--- src/sv/mcft_pkg.sv ---
package mcft_pkg;

    localparam int NUM_TIMERS_DEF = 16;

    localparam int DT_W     = 16;
    localparam int STAGE_W  = 2;
    localparam int INDEX_W  = 4;
    localparam int DUE_W    = 48;
    localparam int PERIOD_W = 32;
    localparam int FRAME_W  = 32;

    localparam logic CMD_TICK = 1'b0;
    localparam logic CMD_ARM  = 1'b1;

    typedef enum logic [1:0] {
        ST_IDLE,
        ST_SCAN,
        ST_CLOSE
    } state_t;

    typedef struct packed {
        logic                arm_en;
        logic [INDEX_W-1:0]  arm_idx;
        logic                arm_frame_mode;
        logic                arm_one_shot;
        logic [STAGE_W-1:0]  arm_stage;
        logic [DUE_W-1:0]    arm_due;
        logic [PERIOD_W-1:0] arm_period;
        logic                fire_en;
    } bank_ctrl_t;

endpackage

--- src/sv/mcft_req_if.sv ---
interface mcft_req_if;
    import mcft_pkg::*;

    logic                valid;
    logic                ready;
    logic                cmd;
    logic [DT_W-1:0]     dt;
    logic [STAGE_W-1:0]  stage;
    logic [INDEX_W-1:0]  entry_index;
    logic                count_frames;
    logic                one_shot;
    logic [DUE_W-1:0]    first_due;
    logic [PERIOD_W-1:0] period;

    modport source (
        output valid, cmd, dt, stage, entry_index, count_frames, one_shot, first_due, period,
        input  ready
    );

    modport sink (
        input  valid, cmd, dt, stage, entry_index, count_frames, one_shot, first_due, period,
        output ready
    );
endinterface

--- src/sv/mcft_rsp_if.sv ---
interface mcft_rsp_if;
    import mcft_pkg::*;

    logic               valid;
    logic               ready;
    logic               fired;
    logic [INDEX_W-1:0] fired_entry;
    logic [DT_W-1:0]    elapsed;
    logic               last;

    modport source (
        output valid, fired, fired_entry, elapsed, last,
        input  ready
    );

    modport sink (
        input  valid, fired, fired_entry, elapsed, last,
        output ready
    );
endinterface

--- src/sv/mcft_entry_bank.sv ---
module mcft_entry_bank #(
    parameter int NUM_TIMERS = mcft_pkg::NUM_TIMERS_DEF,
    parameter int IDX_W      = (NUM_TIMERS > 1) ? $clog2(NUM_TIMERS) : 1
) (
    input  logic                          clk,
    input  logic                          rst_n,
    input  mcft_pkg::bank_ctrl_t          ctrl,
    input  logic [IDX_W-1:0]              scan_idx,
    input  logic [mcft_pkg::STAGE_W-1:0]  tick_stage,
    input  logic [mcft_pkg::FRAME_W-1:0]  frame_count,
    input  logic [mcft_pkg::DUE_W-1:0]    time_accum,
    output logic                          hit
);
    import mcft_pkg::*;

    logic                active_reg     [NUM_TIMERS];
    logic                frame_mode_reg [NUM_TIMERS];
    logic                one_shot_reg   [NUM_TIMERS];
    logic [STAGE_W-1:0]  stage_reg      [NUM_TIMERS];
    logic [DUE_W-1:0]    due_reg        [NUM_TIMERS];
    logic [PERIOD_W-1:0] period_reg     [NUM_TIMERS];

    logic [DUE_W-1:0] now;
    logic [DUE_W-1:0] due_cur;
    logic [DUE_W-1:0] due_sum;

    // shared compare and reschedule adder, one entry per cycle unless a firing entry waits on the output
    always_comb
    begin
        due_cur = due_reg[scan_idx];
        now     = frame_mode_reg[scan_idx] ? DUE_W'(frame_count) : time_accum;
        due_sum = DUE_W'(due_cur + DUE_W'(period_reg[scan_idx]));
        hit     = active_reg[scan_idx] && (stage_reg[scan_idx] == tick_stage)
                  && (now >= due_cur);
    end

    always_ff @(posedge clk or negedge rst_n)
    begin
        if (!rst_n)
        begin
            for (int k = 0; k < NUM_TIMERS; k++)
            begin
                active_reg[k]     <= 1'b0;
                frame_mode_reg[k] <= 1'b0;
                one_shot_reg[k]   <= 1'b0;
                stage_reg[k]      <= '0;
            end
        end
        else
        begin
            for (int k = 0; k < NUM_TIMERS; k++)
            begin
                if (ctrl.arm_en && (32'(ctrl.arm_idx) == k))
                begin
                    active_reg[k]     <= 1'b1;
                    frame_mode_reg[k] <= ctrl.arm_frame_mode;
                    one_shot_reg[k]   <= ctrl.arm_one_shot;
                    stage_reg[k]      <= ctrl.arm_stage;
                end
                else if (ctrl.fire_en && (32'(scan_idx) == k) && one_shot_reg[k])
                begin
                    active_reg[k] <= 1'b0;
                end
            end
        end
    end

    always_ff @(posedge clk)
    begin
        for (int k = 0; k < NUM_TIMERS; k++)
        begin
            if (ctrl.arm_en && (32'(ctrl.arm_idx) == k))
            begin
                due_reg[k]    <= ctrl.arm_due;
                period_reg[k] <= ctrl.arm_period;
            end
            else if (ctrl.fire_en && (32'(scan_idx) == k) && !one_shot_reg[k])
            begin
                due_reg[k] <= due_sum;
            end
        end
    end

endmodule

--- src/sv/multi_channel_frame_time_timer_unit.sv ---
// Bank of NUM_TIMERS frame or time timers. A tick item (cmd 0) advances the frame
// counter by one and the time accumulator by dt, then walks the entries one per cycle
// (unless a firing entry waits on the result port) through a single shared 48-bit
// compare and reschedule adder, sending one item per firing entry in index order and
// a closing item with last set. An arm item (cmd 1) answers with a single item with
// last set; an out-of-range index writes nothing. The request port is ready only
// between items. Counters wrap.
module multi_channel_frame_time_timer_unit #(
    parameter int NUM_TIMERS = mcft_pkg::NUM_TIMERS_DEF
) (
    input  logic       clk,
    input  logic       rst_n,
    mcft_req_if.sink   req,
    mcft_rsp_if.source rsp
);
    import mcft_pkg::*;

    localparam int IDX_W = (NUM_TIMERS > 1) ? $clog2(NUM_TIMERS) : 1;
    localparam logic [IDX_W-1:0] LAST_IDX = IDX_W'(NUM_TIMERS - 1);

    state_t              state_reg, state_next;
    logic [IDX_W-1:0]    scan_idx_reg, scan_idx_next;
    logic [FRAME_W-1:0]  frame_count_reg, frame_count_next;
    logic [DUE_W-1:0]    time_accum_reg, time_accum_next;
    logic [STAGE_W-1:0]  tick_stage_reg, tick_stage_next;
    logic [DT_W-1:0]     dt_reg, dt_next;

    logic                out_valid_reg, out_valid_next;
    logic                out_fired_reg, out_fired_next;
    logic [INDEX_W-1:0]  out_entry_reg, out_entry_next;
    logic [DT_W-1:0]     out_elapsed_reg, out_elapsed_next;
    logic                out_last_reg, out_last_next;

    logic                out_free;
    logic                bank_hit;
    bank_ctrl_t          bank_ctrl;

    mcft_entry_bank #(
        .NUM_TIMERS (NUM_TIMERS),
        .IDX_W      (IDX_W)
    ) u_bank (
        .clk         (clk),
        .rst_n       (rst_n),
        .ctrl        (bank_ctrl),
        .scan_idx    (scan_idx_reg),
        .tick_stage  (tick_stage_reg),
        .frame_count (frame_count_reg),
        .time_accum  (time_accum_reg),
        .hit         (bank_hit)
    );

    assign req.ready       = (state_reg == ST_IDLE);
    assign rsp.valid       = out_valid_reg;
    assign rsp.fired       = out_fired_reg;
    assign rsp.fired_entry = out_entry_reg;
    assign rsp.elapsed     = out_elapsed_reg;
    assign rsp.last        = out_last_reg;

    always_comb
    begin
        state_next       = state_reg;
        scan_idx_next    = scan_idx_reg;
        frame_count_next = frame_count_reg;
        time_accum_next  = time_accum_reg;
        tick_stage_next  = tick_stage_reg;
        dt_next          = dt_reg;

        out_free         = !out_valid_reg || rsp.ready;
        out_valid_next   = out_valid_reg && !rsp.ready;
        out_fired_next   = out_fired_reg;
        out_entry_next   = out_entry_reg;
        out_elapsed_next = out_elapsed_reg;
        out_last_next    = out_last_reg;

        bank_ctrl.arm_en         = 1'b0;
        bank_ctrl.arm_idx        = req.entry_index;
        bank_ctrl.arm_frame_mode = req.count_frames;
        bank_ctrl.arm_one_shot   = req.one_shot;
        bank_ctrl.arm_stage      = req.stage;
        bank_ctrl.arm_due        = req.first_due;
        bank_ctrl.arm_period     = req.period;
        bank_ctrl.fire_en        = 1'b0;

        unique case (state_reg)
            ST_IDLE:
            begin
                if (req.valid)
                begin
                    if (req.cmd == CMD_ARM)
                    begin
                        bank_ctrl.arm_en = 1'b1;
                        state_next       = ST_CLOSE;
                    end
                    else
                    begin
                        frame_count_next = FRAME_W'(frame_count_reg + FRAME_W'(1));
                        time_accum_next  = DUE_W'(time_accum_reg + DUE_W'(req.dt));
                        tick_stage_next  = req.stage;
                        dt_next          = req.dt;
                        scan_idx_next    = '0;
                        state_next       = ST_SCAN;
                    end
                end
            end
            ST_SCAN:
            begin
                if (!bank_hit || out_free)
                begin
                    if (bank_hit)
                    begin
                        bank_ctrl.fire_en = 1'b1;
                        out_valid_next    = 1'b1;
                        out_fired_next    = 1'b1;
                        out_entry_next    = INDEX_W'(scan_idx_reg);
                        out_elapsed_next  = dt_reg;
                        out_last_next     = 1'b0;
                    end
                    if (scan_idx_reg == LAST_IDX)
                    begin
                        state_next = ST_CLOSE;
                    end
                    else
                    begin
                        scan_idx_next = IDX_W'(scan_idx_reg + 1'b1);
                    end
                end
            end
            ST_CLOSE:
            begin
                if (out_free)
                begin
                    out_valid_next   = 1'b1;
                    out_fired_next   = 1'b0;
                    out_entry_next   = '0;
                    out_elapsed_next = '0;
                    out_last_next    = 1'b1;
                    state_next       = ST_IDLE;
                end
            end
            default:
            begin
                state_next = ST_IDLE;
            end
        endcase
    end

    always_ff @(posedge clk or negedge rst_n)
    begin
        if (!rst_n)
        begin
            state_reg       <= ST_IDLE;
            scan_idx_reg    <= '0;
            frame_count_reg <= '0;
            time_accum_reg  <= '0;
            out_valid_reg   <= 1'b0;
        end
        else
        begin
            state_reg       <= state_next;
            scan_idx_reg    <= scan_idx_next;
            frame_count_reg <= frame_count_next;
            time_accum_reg  <= time_accum_next;
            out_valid_reg   <= out_valid_next;
        end
    end

    always_ff @(posedge clk)
    begin
        tick_stage_reg  <= tick_stage_next;
        dt_reg          <= dt_next;
        out_fired_reg   <= out_fired_next;
        out_entry_reg   <= out_entry_next;
        out_elapsed_reg <= out_elapsed_next;
        out_last_reg    <= out_last_next;
    end

    // busy from the cycle after an item is taken
    a_busy_after_accept: assert property (
        @(posedge clk) disable iff (!rst_n)
        (req.valid && req.ready) |=> !req.ready
    ) else $error("request port ready right after taking an item");

    // a firing entry with room at the output shows up as a firing item
    a_hit_reported: assert property (
        @(posedge clk) disable iff (!rst_n)
        (state_reg == ST_SCAN && bank_hit && out_free) |=> (rsp.valid && rsp.fired)
    ) else $error("firing entry not reported");

    // firing items never close a tick
    a_fired_not_last: assert property (
        @(posedge clk) disable iff (!rst_n)
        (rsp.valid && rsp.fired) |-> !rsp.last
    ) else $error("firing item marked last");

    // a new item is only taken once the previous closing item has been loaded
    a_close_before_idle: assert property (
        @(posedge clk) disable iff (!rst_n)
        (state_reg == ST_CLOSE && state_next == ST_IDLE) |=> (rsp.valid && rsp.last)
    ) else $error("closing item missing");

endmodule
--- src/flat_wrapper.sv ---
// flat-port wrapper written by rule: the top's interface ports become plain ports
module multi_channel_frame_time_timer_unit_flat import mcft_pkg::*;
#(
    parameter int NUM_TIMERS = mcft_pkg::NUM_TIMERS_DEF
)
  (clk, rst_n, req_valid, req_cmd, req_dt, req_stage, req_entry_index, req_count_frames, req_one_shot, req_first_due, req_period, req_ready, rsp_valid, rsp_fired, rsp_fired_entry, rsp_elapsed, rsp_last, rsp_ready);
  mcft_req_if req_i ();
  mcft_rsp_if rsp_i ();
  input  logic clk;
  input  logic rst_n;
  input wire logic [$bits(req_i.valid)-1:0] req_valid;
  input wire logic [$bits(req_i.cmd)-1:0] req_cmd;
  input wire logic [$bits(req_i.dt)-1:0] req_dt;
  input wire logic [$bits(req_i.stage)-1:0] req_stage;
  input wire logic [$bits(req_i.entry_index)-1:0] req_entry_index;
  input wire logic [$bits(req_i.count_frames)-1:0] req_count_frames;
  input wire logic [$bits(req_i.one_shot)-1:0] req_one_shot;
  input wire logic [$bits(req_i.first_due)-1:0] req_first_due;
  input wire logic [$bits(req_i.period)-1:0] req_period;
  output wire logic [$bits(req_i.ready)-1:0] req_ready;
  output wire logic [$bits(rsp_i.valid)-1:0] rsp_valid;
  output wire logic [$bits(rsp_i.fired)-1:0] rsp_fired;
  output wire logic [$bits(rsp_i.fired_entry)-1:0] rsp_fired_entry;
  output wire logic [$bits(rsp_i.elapsed)-1:0] rsp_elapsed;
  output wire logic [$bits(rsp_i.last)-1:0] rsp_last;
  input wire logic [$bits(rsp_i.ready)-1:0] rsp_ready;
  assign req_i.valid = req_valid;
  assign req_i.cmd = req_cmd;
  assign req_i.dt = req_dt;
  assign req_i.stage = req_stage;
  assign req_i.entry_index = req_entry_index;
  assign req_i.count_frames = req_count_frames;
  assign req_i.one_shot = req_one_shot;
  assign req_i.first_due = req_first_due;
  assign req_i.period = req_period;
  assign req_ready = req_i.ready;
  assign rsp_valid = rsp_i.valid;
  assign rsp_fired = rsp_i.fired;
  assign rsp_fired_entry = rsp_i.fired_entry;
  assign rsp_elapsed = rsp_i.elapsed;
  assign rsp_last = rsp_i.last;
  assign rsp_i.ready = rsp_ready;
  multi_channel_frame_time_timer_unit #(.NUM_TIMERS(NUM_TIMERS)) u_core (.clk(clk), .rst_n(rst_n), .req(req_i), .rsp(rsp_i));
endmodule
--- config.mk ---
export PLATFORM = sky130hd
export DESIGN_NAME = multi_channel_frame_time_timer_unit_flat
export DESIGN_NICKNAME = d
export VERILOG_FILES = /design/src/sv/mcft_pkg.sv /design/src/sv/mcft_req_if.sv /design/src/sv/mcft_rsp_if.sv /design/src/sv/mcft_entry_bank.sv /design/src/sv/multi_channel_frame_time_timer_unit.sv /design/src/flat_wrapper.sv
export SDC_FILE = /design/constraint.sdc
export NUM_CORES = 2
export LEC_CHECK = 0
export BUFFER_PORTS_ARGS = -buffer_cell sky130_fd_sc_hd__buf_2
export CELL_PAD_IN_SITES_DETAIL_PLACEMENT = 1
export CELL_PAD_IN_SITES_GLOBAL_PLACEMENT = 1
export CORE_ASPECT_RATIO = 1.4
export CORE_MARGIN = 2
export CORE_UTILIZATION = 30
export DETAILED_ROUTE_END_ITERATION = 10
export GPL_TIMING_DRIVEN = 0
export PLACE_DENSITY = 0.49
export SLEW_MARGIN = 25
export SYNTH_ARGS = -nofsm -noshare
export SYNTH_HDL_FRONTEND = slang
export SYNTH_SLANG_ARGS = --single-unit
--- constraint.sdc ---
create_clock -name clk -period 18.2 [get_ports clk]
set_input_delay 2.73 -clock clk [delete_from_list [all_inputs] [get_ports clk]]
set_output_delay 2.73 -clock clk [all_outputs]
set_load 0.05 [all_outputs]
# ---- Word-level counts from Yosys, hierarchy flattened
# Memories as Yosys holds them, arrays and structs flattened.
# Cells that the tools add are included.
dict set report totals {
  regBits 207
  ramBits 1280
  in_bits 109
  out_inout_bits 24
  wordCells 549
  n_memories 2
}
dict set report op_classes {
  n_addsub 4
  n_lt_le_gt_ge 2
  n_eq_ne 40
  mux 265
  bitwise 18
  reduce_logical 143
}
# name depth word_bits read_ports rd_ports_with_merged_regs write_ports line_no
set memory_table {}
lappend memory_table {u_core.u_bank.due_reg 16 48 1 0 1 mcft_entry_bank.sv:20} ;# logic [DUE_W-1:0] due_reg [NUM_TIMERS];
lappend memory_table {u_core.u_bank.period_reg 16 32 1 0 1 mcft_entry_bank.sv:21} ;# logic [PERIOD_W-1:0] period_reg [NUM_TIMERS];
# cell count
set op_table {}
lappend op_table {{48-bit two-way mux} 32}
lappend op_table {{48-bit OR reduction} 15}
lappend op_table {{32-bit two-way mux} 15}
lappend op_table {{32-bit OR reduction} 15}
lappend op_table {{1-bit two-way mux} 161}
lappend op_table {{4-bit two-way mux} 37}
lappend op_table {{1-bit logical AND} 67}
lappend op_table {{4-bit == test (second input constant)} 16}
lappend op_table {{48-bit by 16-bit adder with 48-bit output} 1}
lappend op_table {{48-bit by 32-bit adder with 48-bit output} 1}
lappend op_table {{48-bit greater-or-equal comparator} 1}
lappend op_table {{16-bit two-way mux} 3}
lappend op_table {{2-bit nonzero test} 18}
lappend op_table {{32-bit by 1-bit adder with 32-bit output (second input constant)} 1}
lappend op_table {{4-bit by 3-bit == test with 1-bit output (second input constant)} 8}
lappend op_table {{16-bit case mux with 2 select lines} 1}
lappend op_table {{1-bit logical NOT} 19}
lappend op_table {{4-bit by 2-bit == test with 1-bit output (second input constant)} 4}
lappend op_table {{1-bit OR} 16}
lappend op_table {{4-bit case mux with 2 select lines} 2}
lappend op_table {{2-bit two-way mux} 7}
lappend op_table {{1-bit binary-select mux with 4-bit select} 2}
lappend op_table {{2-bit binary-select mux with 4-bit select} 1}
lappend op_table {{4-bit by 1-bit == test with 1-bit output (second input constant)} 2}
lappend op_table {{17 further kinds} 27}

# ---- Logic depth before layout (Yosys ltp)
dict set report logic_depth {
  word_depth 33
  depth_mapped 25
  depth_no_buf 14
}

# ---- By module
# Synthesis repeated with hierarchy kept, for this count alone.
dict set report unflattened {
  cells_unflattened 5139
  hier_area_um2 70337.5
}
# mod instances cells_each area_per_inst_um2
set by_module_without_submodules {}
lappend by_module_without_submodules {mcft_entry_bank 1 4592 64220.3}
lappend by_module_without_submodules {multi_channel_frame_time_timer_unit 1 547 6117.1}

# ---- Worst setup path before layout
# Ideal clock, no wire load.
dict set report synth_path {
  kind {register -> register}
  start {register u_core.scan_idx_reg[0]}
  end {memory u_core.u_bank.due_reg[13][0], enable pin}
  setup_ns 0.528
  t_arrival_ns 8.392
  t_required_ns 17.672
  setup_slack_ns 9.280
  stages_incl_launch_ff 20
  n_path_buf 9
  synth_period_minus_slack_ns 8.920
  path_cell_list {dfrtp_1 buf_6 buf_12 buf_6 buf_6 buf_4 buf_2 buf_1 buf_2 mux4_2 mux4_2 ha_1 nor2b_1 o21ai_0 a21oi_1 o21a_1 o211ai_1 nand4_1 buf_6 o32ai_1}
}
dict set report synth_via {
  elab_chain_len 33
}
# item line_no
set synth_lines {}
lappend synth_lines {{start: declaration} multi_channel_frame_time_timer_unit.sv:22} ;# logic [IDX_W-1:0] scan_idx_reg, scan_idx_next;
lappend synth_lines {{start signal: assignment} multi_channel_frame_time_timer_unit.sv:160} ;# scan_idx_reg <= scan_idx_next;
lappend synth_lines {{4-bit inverter with 5-bit output (implied by the code)} {mcft_entry_bank.sv:31, mcft_entry_bank.sv:33}}
lappend synth_lines {{1-bit binary-select mux with 4-bit select / 2-bit binary-select mux with 4-bit select (equally long branches)} {mcft_entry_bank.sv:31, mcft_entry_bank.sv:33}}
lappend synth_lines {{1-bit two-way mux (implied by the code) / 2-bit two-way mux (equally long branches) (2 in series)} {mcft_entry_bank.sv:31, mcft_entry_bank.sv:33}}
lappend synth_lines {{48-bit two-way mux / 2-bit == test (equally long branches)} {mcft_entry_bank.sv:31, mcft_entry_bank.sv:33}}
lappend synth_lines {{48-bit greater-or-equal comparator / 1-bit logical AND (equally long branches)} {mcft_entry_bank.sv:34, mcft_entry_bank.sv:33}}
lappend synth_lines {{1-bit logical AND} mcft_entry_bank.sv:34} ;# && (now >= due_cur);
lappend synth_lines {{1-bit logical NOT} multi_channel_frame_time_timer_unit.sv:107} ;# if (!bank_hit || out_free)
lappend synth_lines {{1-bit logical OR} multi_channel_frame_time_timer_unit.sv:107}
lappend synth_lines {{1-bit two-way mux} multi_channel_frame_time_timer_unit.sv:107}
lappend synth_lines {{1-bit two-way mux} multi_channel_frame_time_timer_unit.sv:84} ;# unique case (state_reg)
lappend synth_lines {{1-bit logical AND (2 in series)} mcft_entry_bank.sv:77} ;# else if (ctrl.fire_en && (32'(scan_idx) == k) && !one_shot_reg[k])
lappend synth_lines {{1-bit two-way mux} mcft_entry_bank.sv:77}
lappend synth_lines {{1-bit two-way mux} mcft_entry_bank.sv:72} ;# if (ctrl.arm_en && (32'(ctrl.arm_idx) == k))
lappend synth_lines {{1-bit two-way mux (implied by the code)} mcft_entry_bank.sv:79} ;# due_reg[k] <= due_sum;
lappend synth_lines {{1-bit OR (no line)} n/a}
lappend synth_lines {{48-bit OR reduction (no line)} n/a}
lappend synth_lines {{4-bit two-way mux (no line) / 1-bit two-way mux (equally long branches) (15 in series)} n/a}
lappend synth_lines {{end: declaration} mcft_entry_bank.sv:20}
# Several ways; a longest one is shown, not always the timed one. The select of a mux whose other input is x is not followed.

# ---- Worst setup path in the final report
dict set report layout_path {
  start {register u_core.scan_idx_reg[1]}
  end {memory u_core.u_bank.due_reg[14][36], data pin}
}
dict set report layout_via {
  elab_chain_len 33
}
# item line_no
set layout_lines {}
lappend layout_lines {{4-bit inverter with 5-bit output (implied by the code)} {mcft_entry_bank.sv:31, mcft_entry_bank.sv:33}}
lappend layout_lines {{1-bit binary-select mux with 4-bit select / 2-bit binary-select mux with 4-bit select (equally long branches)} {mcft_entry_bank.sv:31, mcft_entry_bank.sv:33}}
lappend layout_lines {{1-bit two-way mux (implied by the code) / 2-bit two-way mux (equally long branches) (2 in series)} {mcft_entry_bank.sv:31, mcft_entry_bank.sv:33}}
lappend layout_lines {{48-bit two-way mux / 2-bit == test (equally long branches)} {mcft_entry_bank.sv:31, mcft_entry_bank.sv:33}}
lappend layout_lines {{48-bit greater-or-equal comparator / 1-bit logical AND (equally long branches)} {mcft_entry_bank.sv:34, mcft_entry_bank.sv:33}}
lappend layout_lines {{1-bit logical AND} mcft_entry_bank.sv:34}
lappend layout_lines {{1-bit logical NOT} multi_channel_frame_time_timer_unit.sv:107}
lappend layout_lines {{1-bit logical OR} multi_channel_frame_time_timer_unit.sv:107}
lappend layout_lines {{[... 2 more ...]} n/a}
lappend layout_lines {{1-bit logical AND (2 in series)} mcft_entry_bank.sv:77}
lappend layout_lines {{1-bit two-way mux} mcft_entry_bank.sv:77}
lappend layout_lines {{1-bit two-way mux} mcft_entry_bank.sv:72}
lappend layout_lines {{1-bit two-way mux (implied by the code)} mcft_entry_bank.sv:79}
lappend layout_lines {{1-bit OR (no line)} n/a}
lappend layout_lines {{48-bit OR reduction (no line)} n/a}
lappend layout_lines {{48-bit two-way mux (no line) (14 in series)} n/a}
lappend layout_lines {{48-bit two-way mux (no line) (*)} n/a}
# Every way passes the cells marked *; elsewhere a longest branch is shown, timed or not. The select of a mux whose other input is x is not followed.

==> results.cfg <==
[finish]
area_delta_synth_final_pct = 17.1
fillers = 24168
fin_nets = 5475
largest_reg_flops = 768
seqCellArea_um2 = 43800
final_common_cell = edfxtp_1
drive_above_1_share = 0.238
multi_input_area_um2 = 24300
most-common-layout-cells = edfxtp_1 (1320), nand2_1 (840), o21ai_0 (610)
fin_util = 0.354

[placed_design]
dp_hpwl_um = 198000
gp_congestion = 0.817
port_buffers = 100

[worst_setup_path]
r2r_end = u_core.u_bank.due_reg[14][36]
startpoint_type = flip-flop
required_ns = 18.81
regToRegSetupSlack_ns = 8.16
crit_arrival_ns = 10.64
critPathCaptureType = flip-flop
path_class = flip-flop to flip-flop
r2r_start = u_core.scan_idx_reg[1]
ff2ff_path_depth = 24
worstPathMaxFanout = 10

[clock_network]
htree_num_levels = 4
cts_buffer_depth = 4
cts_tree = built
postCtsHoldBufs = 0
cts_buffers = 167
clk_pin_slew_ns = 0.07
cts_resized = 0
insertion_delay_ns = 0.85
clkSinkCount = 1487
cts_setup_buffers = 0
clockRootBuffer = clkbuf_16

[power]
power_mw = 9.43
switching_power_mw = 2.97
clkPwrFrac = 0.351
sw_frac_of_total = 0.315
p_seq_frac = 0.422
p_int_mw = 6.45
power.leakage_nw = 28.9
ir_drop_mv = 0.0713
p_comb_frac = 0.226
p_per_area_nw_per_um2 = 115

[yosys]
synth.distinct_cells = 80
syn_inst = 4849
yosysTopAreaCell = edfxtp_1
synth_seq_cells = 1487
syn_nets = 5064
ys.flop_type = edfxtp_1
async_flop_share = 0.112
ys_seq_area_frac = 0.626
synth-edff-count = 1320
yosys_warnings = 0
yosysTopAreaCellShare = 0.567
syn-cell-area_um2 = 69900
syn_area_per_cell_um2 = 14.4
synthTopCellsByArea = edfxtp_1 (57%), mux4_2 (13%), dfrtp_1 (6.0%)

[grt]
grt_usage = 0.231
antenna_found_initial = 37
grt_max_degree = 76
gr-total-overflow = 0
grt_pass1_vias = 47853
grt_pass1_wl_um = 383000

[outcome]
outcome = completed

[timing]
hold_violations = 0
max_slew_margin = 0.271
rsz0062_at_grt = false
fin_skew_ns = 0.0604
slew_violations = 0
min_period_ns = 10.04
max_freq_mhz = 99.7
setup_viol = 0
post-route-period-util = 0.551
worst_slew_pin_slew_ns = 1.09

[floorplanning]
die_w_um = 412
rows = 209
core_area_um2 = 232000
pin_count = 133
fp.dieArea_um2 = 237000
initial_core_util = 0.302
die_h_um = 575

[detailed_routing]
wirelength_um = 275000
wire_per_inst_um = 32.6
num_vias = 44908
viasPerCell = 5.31
drt_pass1_iterations = 5
first_iter_violations = 3871
ant_nets = 0
route.detailed.drc = 0

[min_path]
hold_start = u_core.time_accum_reg[47]
min_path_type = flip-flop to flip-flop
hold_depth = 1
holdPathEnd = u_core.time_accum_reg[47]

[flow_run]
drv_cap = 0
power by group through the flow:
stage                     clock network [mW]  logic [mW]  registers [mW]
after floorplan                            0        1.19            4.09
after global placement                     0        2.04            4.05
after detailed placement                   0        2.16            4.05
after CTS                               3.39        2.17            3.98
after global routing                    3.49        2.30            4.00
final                                   3.31        2.13            3.98
cell usage after synthesis, types with 13 or more instances:
master,count
buf_1,75
o21ai_0,610
nand3_1,44
nand2b_1,13
buf_2,67
xor2_1,51
dfrtp_1,167
nor2b_1,40
nand2_1,840
o31ai_1,36
clkbuf_1,228
mux4_1,14
edfxtp_1,1320
mux4_2,392
ha_1,104
a21o_1,21
xnor2_1,82
mux2_2,213
buf_6,27
and3_1,15
nand4_1,28
a21oi_1,64
mux2_1,20
nor3_1,20
o21ai_1,35
or4_1,13
inv_1,103
nor2_1,69
through the flow:
stage	setup TNS (ns)	setup slack (ns)	hold slack, ns	std cells	instance area, µm²
after floorplan	0	9.28	0.434	4849	69900
after detailed placement	0	8.17	0.453	8150	76800
after global routing	0	7.91	0.481	8440	81900
after CTS	0	8.12	0.466	8439	81900
after global placement	-472.15	-1.28	0.452	8008	74300
final	0	8.16	0.470	8452	81900
layout make-up:
| class | instances | area share |
|---|---|---|
| Inverter | 105 | 0.00521 |
| Buffer | 401 | 0.0228 |
| Sequential cell | 1487 | 0.535 |
| Multi-Input combinational cell | 2856 | 0.297 |
| Clock inverter | 67 | 0.00703 |
| Antenna cell | 13 | 0.000397 |
| Timing Repair Buffer | 242 | 0.0307 |
| Clock buffer | 222 | 0.0551 |
| Tap cell | 3059 | 0.0467 |
worst max-delay path: stages, from the launching register on:
cell and delay (ns):
dfrtp_1 0.43, buf_2 0.29, buf_2 0.46, buf_4 0.37, buf_2 0.36, buf_2 0.39
buf_2 0.60, clkbuf_1 0.55, clkbuf_1 0.87, mux4_2 0.47, mux4_2 0.67, inv_1 0.30
ha_1 0.30, a21oi_1 0.16, o21ai_0 0.14, a211o_1 0.33, a2bb2oi_1 0.14, o211ai_1 0.24
nand4_1 0.31, or4_1 0.16, buf_2 0.45, buf_2 0.59, clkbuf_1 0.85, nand2_1 0.12
o21ai_0 0.18
cells by family (layout without fill, tap and decap cells):
logic type,after synthesis,count (layout),share of synthesized area
buffers and inverters,506,1037,0.0317
other,0,13,0
xor gates and xnor gates,135,135,0.0171
and+or+nand+nor,1113,1113,0.0669
adders and majority gates,106,106,0.0192
muxes,654,654,0.172
AOI/OAI and AO/OA,848,848,0.0669
DFF,1487,1487,0.626
how the worst max path moves through the flow:
stage	from	to	cells after the start
after global routing	u_core.scan_idx_reg[1]	u_core.u_bank.due_reg[14][43]	24
after detailed placement	u_core.scan_idx_reg[1]	u_core.u_bank.due_reg[0][31]	21
after CTS	u_core.scan_idx_reg[1]	u_core.u_bank.due_reg[0][31]	21
after floorplan	u_core.scan_idx_reg[0]	u_core.u_bank.due_reg[13][0]	19
after global placement	u_core.scan_idx_reg[1]	u_core.u_bank.due_reg[9][20]	20
final	u_core.scan_idx_reg[1]	u_core.u_bank.due_reg[14][36]	24
metal layers:
layer / vias up / GRT usage / wire (µm)
li1: 19259 / - / -
met1: 23883 / 0.283 / 109000
met2: 1311 / 0.400 / 139000
met3: 437 / 0.0324 / 13700
met4: 18 / 0.105 / 14200
met5: - / 0 / 130
Note: power is estimated with default switching activity, not from simulation.
